### config.mk
export PLATFORM = sky130hd
export DESIGN_NAME = pta_stat_update
export DESIGN_NICKNAME = d
export VERILOG_FILES = /design/src/hdl/pta_pkg.sv /design/src/hdl/pta_stat_update.sv
export SDC_FILE = /design/constraint.sdc
export NUM_CORES = 1
export LEC_CHECK = 0
export ABC_AREA = 1
export BUFFER_PORTS_ARGS = -buffer_cell sky130_fd_sc_hd__buf_4
export CAP_MARGIN = 20
export CORE_AREA = 2 2 259 261
export DETAILED_ROUTE_END_ITERATION = 10
export DIE_AREA = 0 0 261 263
export SETUP_SLACK_MARGIN = 0.3
export SLEW_MARGIN = 40
export SYNTH_ARGS = -nofsm -noshare
export SYNTH_HDL_FRONTEND = slang
export SYNTH_SLANG_ARGS = --single-unit
### constraint.sdc
create_clock -name vclk -period 8.3
set_input_delay 2.075 -clock vclk [all_inputs]
set_output_delay 2.075 -clock vclk [all_outputs]
set_load 0.01 [all_outputs]
### src/hdl/pta_pkg.sv
// shared constants and entry types for the per-symbol trade aggregator
`timescale 1ns / 1ps
`default_nettype none

package pta_pkg;

   // table size and derived widths
   localparam int MAX_SYMBOLS = 1024;
   localparam int SLOT_W      = (MAX_SYMBOLS > 1) ? $clog2(MAX_SYMBOLS) : 1;
   localparam int USED_W      = $clog2(MAX_SYMBOLS + 1);
   localparam int DIR_AW      = $clog2(MAX_SYMBOLS) + 1;
   localparam int DIR_DEPTH   = 1 << DIR_AW;

   // field widths
   localparam int TIME_W     = 48;
   localparam int KEY_W      = 24;
   localparam int QTY_W      = 32;
   localparam int PRICE_W    = 32;
   localparam int VOL_W      = 48;
   localparam int NOTIONAL_W = 64;
   localparam int RSP_SLOT_W = 10;

   // directory entry: ticker key and the slot that holds its statistics
   typedef struct packed {
      logic              valid;
      logic [KEY_W-1:0]  key;
      logic [SLOT_W-1:0] slot;
   } dir_entry_type;

   // statistics entry of one symbol
   typedef struct packed {
      logic [TIME_W-1:0]     last_seen;
      logic [TIME_W-1:0]     gap;
      logic [VOL_W-1:0]      volume;
      logic [PRICE_W-1:0]    peak;
      logic [NOTIONAL_W-1:0] notional;
      logic                  ovf;
   } stat_entry_type;

endpackage

`default_nettype wire

### src/hdl/pta_stat_update.sv
// statistics update of one known symbol for one trade
`timescale 1ns / 1ps
`default_nettype none

module pta_stat_update (
   input  pta_pkg::stat_entry_type            cur,
   input  logic [pta_pkg::TIME_W-1:0]         trade_time,
   input  logic [pta_pkg::QTY_W-1:0]          quantity,
   input  logic [pta_pkg::PRICE_W-1:0]        unit_price,
   input  logic [pta_pkg::NOTIONAL_W-1:0]     product,
   output pta_pkg::stat_entry_type            nxt
);
   import pta_pkg::*;

   logic [TIME_W-1:0]   gap;
   logic [VOL_W:0]      vol_sum;
   logic [NOTIONAL_W:0] notional_sum;

   // gap, saturating sums and peak
   always_comb begin
      gap          = (trade_time >= cur.last_seen) ? (trade_time - cur.last_seen) : '0;
      vol_sum      = {1'b0, cur.volume} + (VOL_W + 1)'(quantity);
      notional_sum = {1'b0, cur.notional} + {1'b0, product};

      nxt.last_seen = trade_time;
      nxt.gap       = (gap > cur.gap) ? gap : cur.gap;
      nxt.volume    = vol_sum[VOL_W] ? '1 : vol_sum[VOL_W-1:0];
      nxt.peak      = (unit_price > cur.peak) ? unit_price : cur.peak;
      nxt.notional  = notional_sum[NOTIONAL_W] ? '1 : notional_sum[NOTIONAL_W-1:0];
      nxt.ovf       = cur.ovf | vol_sum[VOL_W] | notional_sum[NOTIONAL_W];
   end

endmodule

`default_nettype wire

==> results of run 1 <==
[power by group through the flow]
stage	Combinational [mW]	Sequential, mW	Clock (mW)
floorplan	1.06	0	0
global placement	1.89	0	0
detailed placement	1.89	0	0
CTS	1.92	0	0
global route	2.17	0	0
finish	1.99	0	0
[placed cells by master (no fill, tap or decap), drive strengths merged, types with 7 or more instances in the layout]
cell type	synthesis	final
or2	17	17
xor2	34	34
o21ai	146	146
nor3	27	27
nand3	258	259
a21oi	215	215
nand4	40	40
ha	224	224
nor4	13	13
o21bai	21	21
inv	720	720
xnor2	32	32
o21a	8	8
nand3b	8	8
nand2	1203	1203
nor2	385	385
a21o	7	7
buf	73	681
[critical path, cell delays in order]
cell       delay (ns)
buf_4            0.12
inv_1            0.05
ha_1             0.15
inv_2            0.07
fa_2             0.38
buf_4            0.15
nand2_1          0.06
nand3_1          0.18
nand3_1          0.13
nand3_1          0.16
nand2_1          0.15
nand3_1          0.16
nand2_2          0.10
nor2_2           0.04
ha_1             0.27
nand2_1          0.08
nor2_2           0.14
nand4_1          0.10
nor2_2           0.16
nand2_2          0.11
a21oi_4          0.16
o21bai_4         0.11
bufbuf_16        0.31
o21ai_1          0.17
buf_4            0.15
[layout make-up]
type | instances | area [µm²]
repair buffers | 684 | 5280
repair inverters | 1 | 5.00
well taps | 864 | 1080
fillers | 7654 | 42400
multi-input cells | 2657 | 14100
inverters | 721 | 2710
[layer usage]
metal  up-vias  share of wire, %  GRT usage [%]
met3        86               7.1           2.07
met4         0               2.0           3.78
li1      11903                 -              -
met2       902                47           40.5
met5         -                 0              0
met1     10575                44           30.4
[final timing paths]
| check | end | slack, ns | from |
|---|---|---|---|
| worst max-delay path | nxt[163] | 0.48 | trade_time[0] |
| worst min-delay path | nxt[196] | 4.34 | trade_time[3] |
[cell families (layout without fill, tap and decap cells)]
logic type | Yosys count | in the layout | synth area share, %
xor gates and xnor gates | 66 | 66 | 3.40
adders and majority gates | 227 | 227 | 16.9
and+or+nand+nor | 1955 | 1956 | 47.6
AOI/OAI and AO/OA | 408 | 408 | 12.8
buffers and inverters | 801 | 1406 | 19.3
[repair_timing]
item	CTS	global route
setup endpoints to repair	48	48
cloned	1	4
pin swaps	0	6
buffers inserted	5	4
gates resized for setup	8	102
==> impl_metrics.csv, run 1 <==
group,metric,value,unit
power,switching_share,59.3,%
global_route,grt_antenna_before_repair,0,
power,vdd_drop_max,0.0392,mV
finish,layout.nets,4709,
route,drc,0,
finish,regArea,0,µm²
route,viasPerCell,4.76,
worst_setup_path,critPathKind,"input pin to output pin",
synth,yosysMostFrequentCell,"nand2_1",
finish,finalNonFillerCells,4927,
power,power_frac_clock,0,%
synth,netlist_area,0.0170,mm²
sta,setup-tns-final,0,ns
finish,seq_cells,0,
finish,layout-drive-gt1-share,20.6,%
placed_design,dpl.hpwl,75.7,mm
route,wl_per_cell,17.2,µm
finish,clock_buffer_count,0,
synth,syn_avg_cell_area,4.91,µm²
power,p_per_area,85.9,mW/mm²
route,ant_nets,0,
global_route,grt_max_degree,37,
synth,yosys_warnings,0,
worst_setup_path,critPathMaxFanout,21,
die,die_x,261,µm
sta,worst_pin_slew,0.812,ns
die,die_area,0.0686,mm²
placed_design,portBuffers,658,
power,total_power,1.99,mW
synth,ys_types,44,
synth,yosys-top-cells-count,"nand2_1, inv_1, nor2_1, nand3_1, ha_1",
placed_design,place_ws,0.112,ns
sta,whs,4.34,ns
power,p_seq_share,0,%
sta,fin_crit,7.82,ns
synth,netlist_instances,3457,
sta,report.final.hold_viol_count,0,
sta,final-setup-viol-count,0,
route,firstDrtPassIters,6,
worst_setup_path,critical_path.startpoint_type,"input pin",
outcome,outcome,"complete, no violations",
sta,slew_violations,0,
placed_design,dpl-instance-area,0.0226,mm²
power,p_leak,13.7,nW
sta,maxSlewHeadroom,45.3,%
hold_path,hp-class,"input pin to output pin",
cts,holdBufCountCts,0,
finish,area_delta_synth_final,36.7,%
placed_design,place_congestion,1.02,
global_route,overflow,0,
power,switching_power,1.18,mW
sta,max_freq,128,MHz
synth,synth_nets,4101,
route,drt_wl_total,84.6,mm
power,intPower,0.811,mW
power,comb_power_share,100.0,%
synth,synth_top_area_share,26.3,%
route,drt_iter0_drc,1747,
sta,finalCritPeriodShare,94.2,%
global_route,grtUsageTotal,22.9,%
worst_setup_path,arrival,5.74,ns
global_route,grt_pass1_vias,22031,
flow_run,max_cap_violations,0,
sta,rsz0062_at_grt,"no",
worst_setup_path,required,6.23,ns
finish,post-route-cell-area,0.0232,mm²
die,design.portCount,658,
die,die_height,263,µm
hold_path,min_path_cells,2,
synth,synth_top_area_cell,"nand2_1",
finish,final_core_util,35.4,%
global_route,grt_pass1_wl,124,mm
synth,yosysSeqAreaShare,0,%
placed_design,place_inst,4913,
die,core_area,0.0656,mm²
worst_setup_path,crit_path_end_kind,"output pin",
route,vias,23466,
synth,ys_top_cells_by_area,"nand2_1, ha_1, inv_1",
finish,n_antenna_cell,0,
die,initial_core_util,25.9,%
die,rows,94,
sta,fin_ws,0.485,ns
Note: power is estimated with default switching activity, not from simulation.
==> run 2: changes to the inputs <==
==> constraint.sdc (replaced) <==
create_clock -name vclk -period 8.3
set_input_delay 2.075 -clock vclk [all_inputs]
set_output_delay 2.075 -clock vclk [all_outputs]
set_load 0.02 [all_outputs]
==> impl_metrics.csv, run 2 (same netlist as run 1, synthesis figures left out) <==
group,metric,value,unit
sta,worst_pin_slew,0.825,ns
global_route,grt_antenna_before_repair,0,
route,vias,23625,
power,power_frac_clock,0,%
finish,fillers,7648,
worst_setup_path,critPathMaxStageDelay,0.39,ns
worst_setup_path,arrival,5.81,ns
cts,holdBufCountCts,0,
sta,slew_violations,0,
worst_setup_path,critPathMaxFanout,6,
finish,n_antenna_cell,0,
route,drc,0,
finish,clock_buffer_count,0,
finish,layout_commonest_cell,"nand2_1",
finish,layout.nets,4712,
die,die_height,263,µm
sta,fin_crit,7.89,ns
power,p_seq_share,0,%
placed_design,portBuffers,658,
sta,setup-tns-final,0,ns
sta,max_freq,127,MHz
finish,final_core_util,35.7,%
worst_setup_path,required,6.23,ns
sta,maxSlewHeadroom,44.4,%
finish,regArea,0,µm²
outcome,outcome,"complete, no violations",
placed_design,place_congestion,1.02,
die,core_area,0.0656,mm²
flow_run,max_cap_violations,0,
global_route,grtUsageTotal,23.2,%
global_route,grt_max_degree,38,
die,die_x,261,µm
worst_setup_path,crit_top_cell,"nand2_2",
route,drt_wl_total,85.7,mm
sta,rsz0062_at_grt,"yes",
power,total_power,2.17,mW
route,drt_iter0_drc,1699,
sta,report.final.hold_viol_count,0,
finish,final_cell_mix,"nand2_1, inv_1, buf_4",
power,p_leak,13.8,nW
worst_setup_path,critPathBufInv,7,
worst_setup_path,crit_cells,28,
finish,area_delta_synth_final,38.1,%
die,initial_core_util,25.9,%
global_route,grt_pass1_wl,125,mm
worst_setup_path,critPathKind,"input pin to output pin",
hold_path,min_path_cells,2,
finish,layout-drive-gt1-share,21.1,%
worst_setup_path,slowest_stage,"fa_2",
power,comb_power_share,100.0,%
die,rows,94,
hold_path,hp-class,"input pin to output pin",
power,intPower,0.838,mW
worst_setup_path,critical_path.startpoint_type,"input pin",
global_route,grt_pass1_vias,22233,
power,vdd_drop_max,0.0715,mV
global_route,overflow,0,
die,die_area,0.0686,mm²
route,viasPerCell,4.79,
route,firstDrtPassIters,6,
sta,finalCritPeriodShare,95.0,%
die,design.portCount,658,
worst_setup_path,cp_top_family,"simple AND/OR/NAND/NOR gates",
route,wl_per_cell,17.4,µm
finish,seq_cells,0,
power,switching_share,61.3,%
sta,final-setup-viol-count,0,
route,ant_nets,0,
placed_design,dpl.hpwl,76.5,mm
power,p_per_area,92.4,mW/mm²
power,switching_power,1.33,mW
worst_setup_path,crit_path_end_kind,"output pin",
run 2: cell count changes in the layout (fill, tap and decap cells not counted), moves of 3 or more:
| cell | before | now |
|---|---|---|
| ha_4 | 11 | 19 |
| nand2_1 | 1181 | 1175 |
| nand2_2 | 21 | 27 |
| clkbuf_16 | 2 | 7 |
| ha_2 | 18 | 13 |
| nor2_1 | 350 | 345 |
| nor2_2 | 25 | 29 |
| ha_1 | 195 | 192 |
run 2: worst paths after layout:
kind	start	endpoint	slack (ns)
worst max-delay path	trade_time[0]	nxt[165]	0.41
worst min-delay path	trade_time[43]	nxt[236]	4.36
run 2: power by group through the flow:
stage / logic, mW / registers [mW] / clock network [mW]
floorplan: 1.20 / 0 / 0
global placement: 2.03 / 0 / 0
detailed placement: 2.03 / 0 / 0
CTS: 2.05 / 0 / 0
global route: 2.34 / 0 / 0
finish: 2.17 / 0 / 0
run 2: cell type report:
class	count	area (µm²)	share of cell area, %
multi-input cells	2657	14300	60.8
repair buffers	688	5400	23.0
inverters	721	2710	11.6
well taps	864	1080	4.61
run 2: repair_timing:
| action | in CTS | in global routing |
|---|---|---|
| setup endpoints to repair | 44 | 48 |
| resized for setup | 11 | 126 |
| gates cloned | 1 | 8 |
| setup buffers | 1 | 7 |
| pin swaps | 0 | 7 |
run 2: metrics by stage:
stage | worst slack [ns] | cells | hold WS (ns) | instance area, µm²
6_report | 0.414 | 4930 | 4.36 | 23500
5_1_grt | 0.188 | 4930 | 4.37 | 23500
4_1_cts | 0.255 | 4915 | 4.36 | 22700
3_5_place_dp | 0.206 | 4913 | 4.36 | 22600
3_3_place_gp | 0.231 | 4913 | 4.36 | 22600
2_1_floorplan | 0.848 | 3457 | 4.26 | 17000
run 2: metal layers:
layer / vias to the layer above / track usage, % / wire [µm]
met3: 85 / 1.61 / 5990
met4: 0 / 3.62 / 1770
met5: - / 0 / 0
met2: 886 / 41.3 / 40700
met1: 10748 / 30.9 / 37200
li1: 11906 / - / -
