`src/hdl/pta_ram.sv`:
```
// generic simple dual-port ram with registered read
`timescale 1ns / 1ps
`default_nettype none

module pta_ram #(
   parameter int WIDTH = 8,
   parameter int DEPTH = 16,
   localparam int ADDR_W = (DEPTH > 1) ? $clog2(DEPTH) : 1
) (
   input  logic              clock,
   input  logic              wr_en,
   input  logic [ADDR_W-1:0] wr_addr,
   input  logic [WIDTH-1:0]  wr_data,
   input  logic [ADDR_W-1:0] rd_addr,
   output logic [WIDTH-1:0]  rd_data
);

   logic [WIDTH-1:0] mem [DEPTH];

   // write port and registered read port
   always_ff @(posedge clock) begin
      if (wr_en) begin
         mem[wr_addr] <= wr_data;
      end
      rd_data <= mem[rd_addr];
   end

endmodule

`default_nettype wire

```
`config.mk`:
```
export PLATFORM = sky130hd
export DESIGN_NAME = pta_ram
export DESIGN_NICKNAME = d
export VERILOG_FILES = /design/src/hdl/pta_ram.sv
export SDC_FILE = /design/constraint.sdc
export NUM_CORES = 1
export LEC_CHECK = 0
export ABC_CLOCK_PERIOD_IN_PS = 3700
export BUFFER_PORTS_ARGS = -buffer_cell sky130_fd_sc_hd__buf_2
export CORE_ASPECT_RATIO = 1.4
export CORE_MARGIN = 3
export CORE_UTILIZATION = 30
export CTS_CLUSTER_DIAMETER = 60
export CTS_CLUSTER_SIZE = 40
export DETAILED_ROUTE_END_ITERATION = 10
export SYNTH_ARGS = -nofsm -noshare
export SYNTH_HDL_FRONTEND = slang
export SYNTH_SLANG_ARGS = --single-unit
```
`constraint.sdc`:
```
create_clock -name clock -period 3.7 [get_ports clock]
set_input_delay 0.37 -clock clock [delete_from_list [all_inputs] [get_ports clock]]
set_output_delay 0.37 -clock clock [all_outputs]
set_load 0.05 [all_outputs]
```
==> metrics.md, run 1 <==
| Metric | Value |
|---|---|
| Vias in the first global route | `2521` |
| Clock Latency Late Sink | `410 ps` |
| Post-CTS Setup Inserts | `0` |
| Crit-path max cell delay | `580 ps` |
| Antenna diode count | `0` |
| Synth async-reset ratio | `0%` |
| Max_cap viols | `0` |
| CORE AREA | `16800 µm²` |
| Syn nets | `247` |
| Slew headroom | `36.5%` |
| CTS tree | `done` |
| Setup TNS Final | `0 ps` |
| CTS Sinks | `136` |
| Worst R2R Path Depth | `3` |
| Initial antenna violation count | `0` |
| Wirelength, routed | `10.0 mm` |
| Initial Utilization | `30.6%` |
| Register bit total from synthesis | `136` |
| Setup-failing EPs final | `0` |
| Final hold vios | `0` |
| Final WS setup | `1790 ps` |
| Port Buf Inserts | `25` |
| Area growth, synth to finish | `18.1%` |
| RSZ-0062 raised after global routing | `no` |
| CP arrival | `2200 ps` |
| Max Fclk | `523 MHz` |
| Nets@finish | `285` |
| DRC | `0` |
| Largest net degree at the start of global routing | `33` |
| Grt total ovfl | `0` |
| CTS Buffer Depth | `2` |
| Clk slew on worst S/H paths | `60 ps` |
| First-pass GRT wire length | `15.7 mm` |
| Clock skew | `7.22 ps` |
| Synth unique cells | `19` |
| Worst Hold Depth | `1` |
| CP startpoint | `rd_addr[0]` |
| Pleak | `0.00199 µW` |
| Final Slew Violations | `0` |
| Synth top area cells | `edfxtp_1 75%, mux4_2 7.9%, mux4_1 7.1%` |
| CP Max Fanout | `21` |
| Top cell type's share of synthesized area | `74.7%` |
| Cts repair resizes | `0` |
| Syn avg cell area | `22.5 µm²` |
| Layout cell share with drive strength beyond 1 | `28.6%` |
| # rows | `56` |
| Wire per inst | `20.8 µm` |
| Commonest register cell after synthesis | `edfxtp_1` |
| Die ar. | `18800 µm²` |
| Die Height | `161 µm` |
| Setup CP Type | `in2reg` |
| CP Capture Type | `register` |
| Tot GR Track Use | `11.6%` |
| Hold WC Path Type | `in2reg` |
| Startpoint of the worst hold path | `wr_data[3]` |
| Number of synthesized flops with an enable pin | `128` |
| DRT iter0 DRCs | `153` |
| DR vias/cell | `4.85` |
| CTS hold repair buffers | `0` |
| Final ANT Viol Nets | `0` |
| VDD IR max | `0.000418 V` |
| CP required | `3990 ps` |
| Commonest non-fill, non-tap cell in the layout | `edfxtp_1` |
| Crit-path slowest cell | `mux4_1` |
| Pre-CTS setup slack | `1280 ps` |
| RR Startpoint | `mem[1][2]` |
| Dominant cell type by area after synthesis | `edfxtp_1` |
| Die X | `117 µm` |
| Most frequent cells in the layout | `128 x edfxtp_1, 25 x buf_2, 18 x mux4_2, 17 x clkbuf_16, 16 x a22oi_1` |
| Synth Instances | `229` |
| Mapped cell area | `5150 µm²` |
| Multi-input gate area | `1060 µm²` |
| Sequential cell area | `4000 µm²` |
| Ys Warns | `0` |
| Final period util | `51.7%` |
| Startpoint types | `primary input` |
| CTS root buf | `clkbuf_16` |
| Least-Margin Pin Slew | `949 ps` |
| Status | `finished clean` |
| First-pass iteration count of the detailed router | `4` |
| # IOs | `26` |
| DP HPWL | `6.49 mm` |
| Pwr per Cell Area | `593 nW/µm²` |
| Filler cell count | `1556` |
| Placer congestion estimate | `0.720` |
| Min Tclk post-route | `1910 ps` |
| DR vias | `2341` |
| Crit path cell chain | `buf_2 > buf_4 > mux4_1 > a22oi_1 > nand2_1` |
| Num CTS Buffers | `17` |
| Htree depth | `4` |
| Sequential share of the synthesized area | `77.8%` |
-- routing by layer --
metal  share of wire, %  track usage [%]  wire length, µm  vias up
li1                   -                -                -     1049
met1                 43             15.9             4300     1203
met2                 50             17.9             5060       78
met3                5.4             3.22              538       11
met4                1.4             3.96              138        0
met5                  0                0                0        -
-- area by class of cell --
cell class                 count  area share [%]
clock inverter                14            2.84
timing repair buffer          29            2.55
tap                          203            4.18
sequential                   136            65.9
multi-input combinational     83            17.5
clock buffer                  18            7.06
-- stage by stage --
step,total power [µW],hold slack [ps],std cells,utilization [%],instance area (µm²)
6_report,3610,347,483,36.1,6080
3_3_place_gp,1950,650,451,32.6,5480
2_1_floorplan,1890,469,229,-,5150
3_5_place_dp,1950,654,451,32.6,5480
4_1_cts,3630,337,483,36.1,6080
5_1_grt,3720,352,483,36.1,6080
-- worst max-delay path, delay by kind of cell --
family | cells | cell delay [ps]
AND/OR/NAND/NOR | 1 | 80
AO/OA/AOI/OAI | 1 | 230
buffers and inverters | 2 | 930
multiplexers | 1 | 580
-- synthesized netlist by cell type (2+ instances only) --
| cell type | count |
|---|---|
| buf_2 | 3 |
| buf_6 | 3 |
| mux4_1 | 14 |
| nand2_1 | 9 |
| dfxtp_1 | 8 |
| nand2b_1 | 2 |
| a22oi_1 | 16 |
| nand3b_1 | 2 |
| mux4_2 | 18 |
| edfxtp_1 | 128 |
| nor2_1 | 13 |
| clkdlybuf4s25_2 | 3 |
| nor3_1 | 4 |
-- where the power goes --
part / leakage [µW] / internal, µW / switching (µW) / total [µW]
Clock: 0.000279 / 1060 / 626 / 1690
Combinational: 0.000492 / 62.6 / 122 / 185
Sequential: 0.00122 / 1720 / 10.1 / 1730
-- registers in the layout (all words and copies together) (netlist names) --
name,count
mem,128
rd_data,8
-- kinds of logic after synthesis --
logic type      after synthesis  share of synthesized area (%)
buf+inv                      10                           1.68
compound gates               16                           2.33
flops                       136                           77.8
simple gates                 35                           3.18
mux                          32                           15.0
-- worst paths after layout --
kind / endpoint / slack (ps)
max: rd_data[0] / 1790
min reg2reg: rd_data[2] / 660
min: mem[4][3] / 350
max reg2reg: rd_data[2] / 2300
No activity file was read; power rests on OpenSTA's default activity.
==> inputs of run 2 (changes only) <==
--- a/config.mk
+++ b/config.mk
@@ -5,7 +5,7 @@
 export SDC_FILE = /design/constraint.sdc
 export NUM_CORES = 1
 export LEC_CHECK = 0
-export ABC_CLOCK_PERIOD_IN_PS = 3700
+export ABC_CLOCK_PERIOD_IN_PS = 1700
 export BUFFER_PORTS_ARGS = -buffer_cell sky130_fd_sc_hd__buf_2
 export CORE_ASPECT_RATIO = 1.4
 export CORE_MARGIN = 3
==> constraint.sdc (replaced) <==
create_clock -name clock -period 1.7 [get_ports clock]
set_input_delay 0.17 -clock clock [delete_from_list [all_inputs] [get_ports clock]]
set_output_delay 0.17 -clock clock [all_outputs]
set_load 0.05 [all_outputs]
==> metrics.md, run 2 (same netlist as run 1, synthesis figures left out) <==
| Metric | Value |
|---|---|
| Slew headroom | `73.9%` |
| Htree depth | `4` |
| Number of flip-flops in the largest register | `128` |
| Pwr per Cell Area | `1270 nW/µm²` |
| First-pass GRT wire length | `15.6 mm` |
| CTS hold repair buffers | `0` |
| Die X | `117 µm` |
| Crit-path max cell delay | `530 ps` |
| DRT iter0 DRCs | `173` |
| Placer congestion estimate | `0.730` |
| RR Startpoint | `mem[10][1]` |
| CTS Sinks | `136` |
| Tot Pwr | `7960 µW` |
| Final ANT Viol Nets | `0` |
| Least-Margin Pin Slew | `392 ps` |
| CP Capture Type | `register` |
| RSZ-0062 raised after global routing | `no` |
| Min Tclk post-route | `1340 ps` |
| Initial antenna violation count | `0` |
| Final std cells w/o fill | `502` |
| Final core occ | `37.3%` |
| Startpoint of the worst hold path | `wr_data[6]` |
| Critical Path Sink | `rd_data[1]` |
| Num CTS Buffers | `17` |
| Wirelength, routed | `10.1 mm` |
| DP HPWL | `6.80 mm` |
| Status | `finished clean` |
| Reg2reg setup slack | `360 ps` |
| CTS root buf | `clkbuf_16` |
| Final period util | `78.7%` |
| Area growth, synth to finish | `21.9%` |
| VDD IR max | `0.000536 V` |
| Final Slew Violations | `0` |
| Crit path cell chain | `mux4_1 > a22oi_1 > nand2_1` |
| Clock Latency Late Sink | `410 ps` |
| Layout cell share with drive strength beyond 1 | `32.1%` |
| DR vias/cell | `4.85` |
| Filler cell count | `1539` |
| Vias in the first global route | `2575` |
| Startpoint types | `register` |
| Post-CTS Setup Inserts | `0` |
| CORE AREA | `16800 µm²` |
| CP startpoint | `mem[10][1]` |
| Wire per inst | `20.1 µm` |
| # rows | `56` |
| Commonest non-fill, non-tap cell in the layout | `edfxtp_1` |
| Pleak | `0.00212 µW` |
| Initial Utilization | `30.6%` |
| Cts repair resizes | `0` |
| Largest net degree at the start of global routing | `33` |
| Regs by FF count | `mem: 128 flops, rd_data: 8 flops` |
| DRC | `0` |
| Worst R2R Path Depth | `3` |
| CP Max Fanout | `1` |
| Grt total ovfl | `0` |
| Hold WC Path Type | `in2reg` |
| Clock skew | `4.03 ps` |
| Clk slew on worst S/H paths | `60 ps` |
| CTS Buffer Depth | `2` |
| Hold_ws | `142 ps` |
| Antenna diode count | `0` |
| Max_cap viols | `0` |
| Tot GR Track Use | `11.5%` |
| Largest Register | `mem` |
| # IOs | `26` |
| Most frequent cells in the layout | `128 x edfxtp_1, 25 x buf_2, 19 x buf_4, 18 x mux4_2, 17 x clkbuf_16` |
| Setup CP Type | `reg2reg` |
| Port Buf Inserts | `25` |
| Max Fclk | `748 MHz` |
| Placed cells | `470` |
| CP arrival | `1630 ps` |
| Die Height | `161 µm` |
| Nets@finish | `304` |
| Crit-path slowest cell | `mux4_1` |
| RR Endpoint | `rd_data[1]` |
| Setup TNS Final | `0 ps` |
| Die ar. | `18800 µm²` |
| CTS tree | `done` |
| Setup-failing EPs final | `0` |
| First-pass iteration count of the detailed router | `4` |
| Delay-heaviest family, CP | `multiplexers` |
| DR vias | `2436` |
| Cell depth of the worst setup path | `3` |
| Final hold vios | `0` |
| Crit path buf inv count | `0` |
| CP required | `1990 ps` |
## run 2: changes by cell type in the layout (fill, tap and decap cells not counted), sizes merged
cell	before	now
bufinv	3	4
inv	2	0
clkbuf	18	19
buf	29	48
clkinvlp	5	3
clkinv	4	6
## run 2: per-stage QoR
step / worst slack, ps / area, µm²
floorplan: 37.1 / 5150
global placement: 78.7 / 5660
detailed placement: 72.0 / 5660
CTS: 333 / 6270
global route: 268 / 6270
finish: 363 / 6270
## run 2: per-layer routing
layer  wire, µm  GRT usage [%]  up-vias
li1           -              -     1091
met1       4370           14.7     1275
met2       5200           18.5       59
met3        369           3.04       11
met4        140           4.59        0
met5          0              0        -
## run 2: area by class of cell
type | instances | area (µm²) | share of cell area [%]
Tap cell | 203 | 254 | 4.05
Sequential cell | 136 | 4000 | 63.8
Timing Repair Buffer | 48 | 348 | 5.54
Clock inverter | 13 | 179 | 2.85
Clock buffer | 19 | 433 | 6.90
Multi-Input combinational cell | 83 | 1060 | 16.8
## run 2: worst min-delay path by stage
stage | endpoint | depth (start not counted)
floorplan | mem[0][0] | 0
global placement | mem[6][4] | 1
detailed placement | mem[7][4] | 1
CTS | mem[6][6] | 1
global route | mem[6][4] | 1
finish | mem[7][6] | 1
## run 2: worst register-to-register path: cells and delay by family (launching register included)
family,cells,cell delay (ps)
flip-flops,1,370
AO/OA/AOI/OAI,1,250
AND/OR/NAND/NOR,1,70
multiplexers,1,530
## run 2: report_power, final
| part | switching, µW | leakage [µW] | internal [µW] | total, µW |
|---|---|---|---|---|
| Combinational | 269 | 0.000610 | 162 | 431 |
| Clock | 1310 | 0.000290 | 2440 | 3750 |
| Sequential | 26.0 | 0.00122 | 3750 | 3780 |
==> inputs of run 3 (changes only) <==
--- a/config.mk
+++ b/config.mk
@@ -5,7 +5,7 @@
 export SDC_FILE = /design/constraint.sdc
 export NUM_CORES = 1
 export LEC_CHECK = 0
-export ABC_CLOCK_PERIOD_IN_PS = 1700
+export ABC_CLOCK_PERIOD_IN_PS = 1200
 export BUFFER_PORTS_ARGS = -buffer_cell sky130_fd_sc_hd__buf_2
 export CORE_ASPECT_RATIO = 1.4
 export CORE_MARGIN = 3
==> constraint.sdc (replaced) <==
create_clock -name clock -period 1.2 [get_ports clock]
set_input_delay 0.12 -clock clock [delete_from_list [all_inputs] [get_ports clock]]
set_output_delay 0.12 -clock clock [all_outputs]
set_load 0.05 [all_outputs]
==> metrics.md, run 3 (same netlist as run 1, synthesis figures left out) <==
| Metric | Value |
|---|---|
| Int Power | `8450 µW` |
| Htree depth | `4` |
| Violated checks | `setup timing` |
| Initial antenna violation count | `0` |
| Crit-path max cell delay | `480 ps` |
| Vias in the first global route | `2783` |
| Grt total ovfl | `0` |
| DP HPWL | `7.07 mm` |
| Number of flip-flops in the largest register | `128` |
| Port Buf Inserts | `25` |
| First-pass GRT wire length | `16.1 mm` |
| Flop pwr share | `50.1%` |
| Slew headroom | `42.1%` |
| Pwr per Cell Area | `1680 nW/µm²` |
| Final period util | `106%` |
| Tot GR Track Use | `11.8%` |
| Crit-path slowest cell | `mux4_2` |
| Final WS setup | `-66.7 ps` |
| CP arrival | `1560 ps` |
| Nets@finish | `316` |
| DR vias/cell | `4.82` |
| First-pass iteration count of the detailed router | `4` |
| Max_cap viols | `0` |
| # rows | `56` |
| Final Slew Violations | `0` |
| Least-Margin Pin Slew | `865 ps` |
| Delay-heaviest family, CP | `multiplexers` |
| CP Max Fanout | `1` |
| Final core occ | `37.7%` |
| Die ar. | `18800 µm²` |
| Wire per inst | `19.9 µm` |
| Min Tclk post-route | `1270 ps` |
| Layout cell share with drive strength beyond 1 | `42.8%` |
| Clock skew | `5.63 ps` |
| Pre-CTS setup slack | `-341 ps` |
| Crit path cell chain | `mux4_2 > a22oi_2 > nand2_1` |
| Antenna diode count | `0` |
| CORE AREA | `16800 µm²` |
| Pleak | `0.00213 µW` |
| Status | `finished, violations left` |
| RSZ-0062 raised after global routing | `yes` |
| DRC | `0` |
| CTS Sinks | `136` |
| Clock Latency Late Sink | `410 ps` |
| Clk pwr share | `43.5%` |
| Switching Share | `20.8%` |
| Clk slew on worst S/H paths | `60 ps` |
| CP required | `1490 ps` |
| Initial Utilization | `30.6%` |
| Commonest non-fill, non-tap cell in the layout | `edfxtp_1` |
| CTS Buffer Depth | `2` |
| Final ANT Viol Nets | `0` |
| DRT iter0 DRCs | `142` |
| Max Fclk | `789 MHz` |
| Crit path buf inv count | `0` |
| Setup-failing EPs final | `8` |
| DR vias | `2479` |
| Filler cell count | `1575` |
| Hold WC Path Type | `in2reg` |
| VDD IR max | `0.000941 V` |
| Largest net degree at the start of global routing | `19` |
| CTS tree | `done` |
| Wirelength, routed | `10.3 mm` |
| Die X | `117 µm` |
| Placer congestion estimate | `0.775` |
| Regs by FF count | `mem: 128 flops, rd_data: 8 flops` |
| Post-CTS Setup Inserts | `0` |
| Most frequent cells in the layout | `128 x edfxtp_1, 30 x mux4_2, 29 x buf_4, 25 x buf_2, 17 x clkbuf_16` |
| Num CTS Buffers | `17` |
| CTS root buf | `clkbuf_16` |
| Largest Register | `mem` |
| # IOs | `26` |
| Comb power frac | `6.4%` |
| Die Height | `161 µm` |
| Startpoint types | `register` |
| Psw | `2220 µW` |
| Area growth, synth to finish | `23.1%` |
| Final hold vios | `0` |
| Setup CP Type | `reg2reg` |
| CP Capture Type | `register` |
## run 3: changes by cell type in the layout (fill, tap and decap cells not counted), sizes merged
cell      before  now
clkinvlp       3    2
buf           48   60
clkbuf        19   22
clkinv         6    7
bufinv         4    1
## run 3: cell type report
cell class              count  area [µm²]  share of cell area, %
clock buffers              22         454                   7.17
clock inverters            10        80.1                   1.26
well taps                 203         254                   4.01
multi-input cells          83        1080                   17.1
flip-flops and latches    136        4000                   63.2
repair buffers             60         463                   7.30
## run 3: final timing paths
check                  start          to  slack (ps)  depth (start not counted)
setup reg to reg   mem[2][0]  rd_data[0]         -70                          3
hold reg to reg   mem[15][7]  rd_data[7]         670                          3
hold / removal    wr_data[7]   mem[9][7]          90                          1
setup / recovery   mem[2][0]  rd_data[0]         -70                          3
## run 3: routing by layer
layer | routed length (µm) | up-vias | global-route usage, %
li1 | - | 1103 | -
met1 | 4270 | 1280 | 14.6
met2 | 5270 | 77 | 18.9
met3 | 534 | 19 | 4.46
met4 | 177 | 0 | 4.17
met5 | 0 | - | 0
## run 3: metrics by stage
stage               instances  total power [µW]  area, µm²  hold WS (ps)  setup TNS, ps
floorplan                 229              5830       5190           219           -353
global placement          482              6090       5800           507          -6960
detailed placement        482              6120       5800           520          -9660
CTS                       514             10800       6330          83.5           -447
global route              514             11100       6340          91.1           -845
finish                    514             10700       6340          91.6           -335
## run 3: power by group through the flow
| stage | combinational (µW) | clock [µW] | sequential (µW) |
|---|---|---|---|
| floorplan | 286 | 0 | 5540 |
| global placement | 654 | 0 | 5440 |
| detailed placement | 673 | 0 | 5440 |
| CTS | 693 | 4750 | 5350 |
| global route | 732 | 4970 | 5350 |
| finish | 680 | 4640 | 5350 |
## run 3: repair_timing
action,4_1_cts,5_1_grt
hold buffers,0,0
endpoints found under the setup margin,8,8
pin swaps,6,3
gates resized for setup,14,1
hold endpoints to repair,0,0
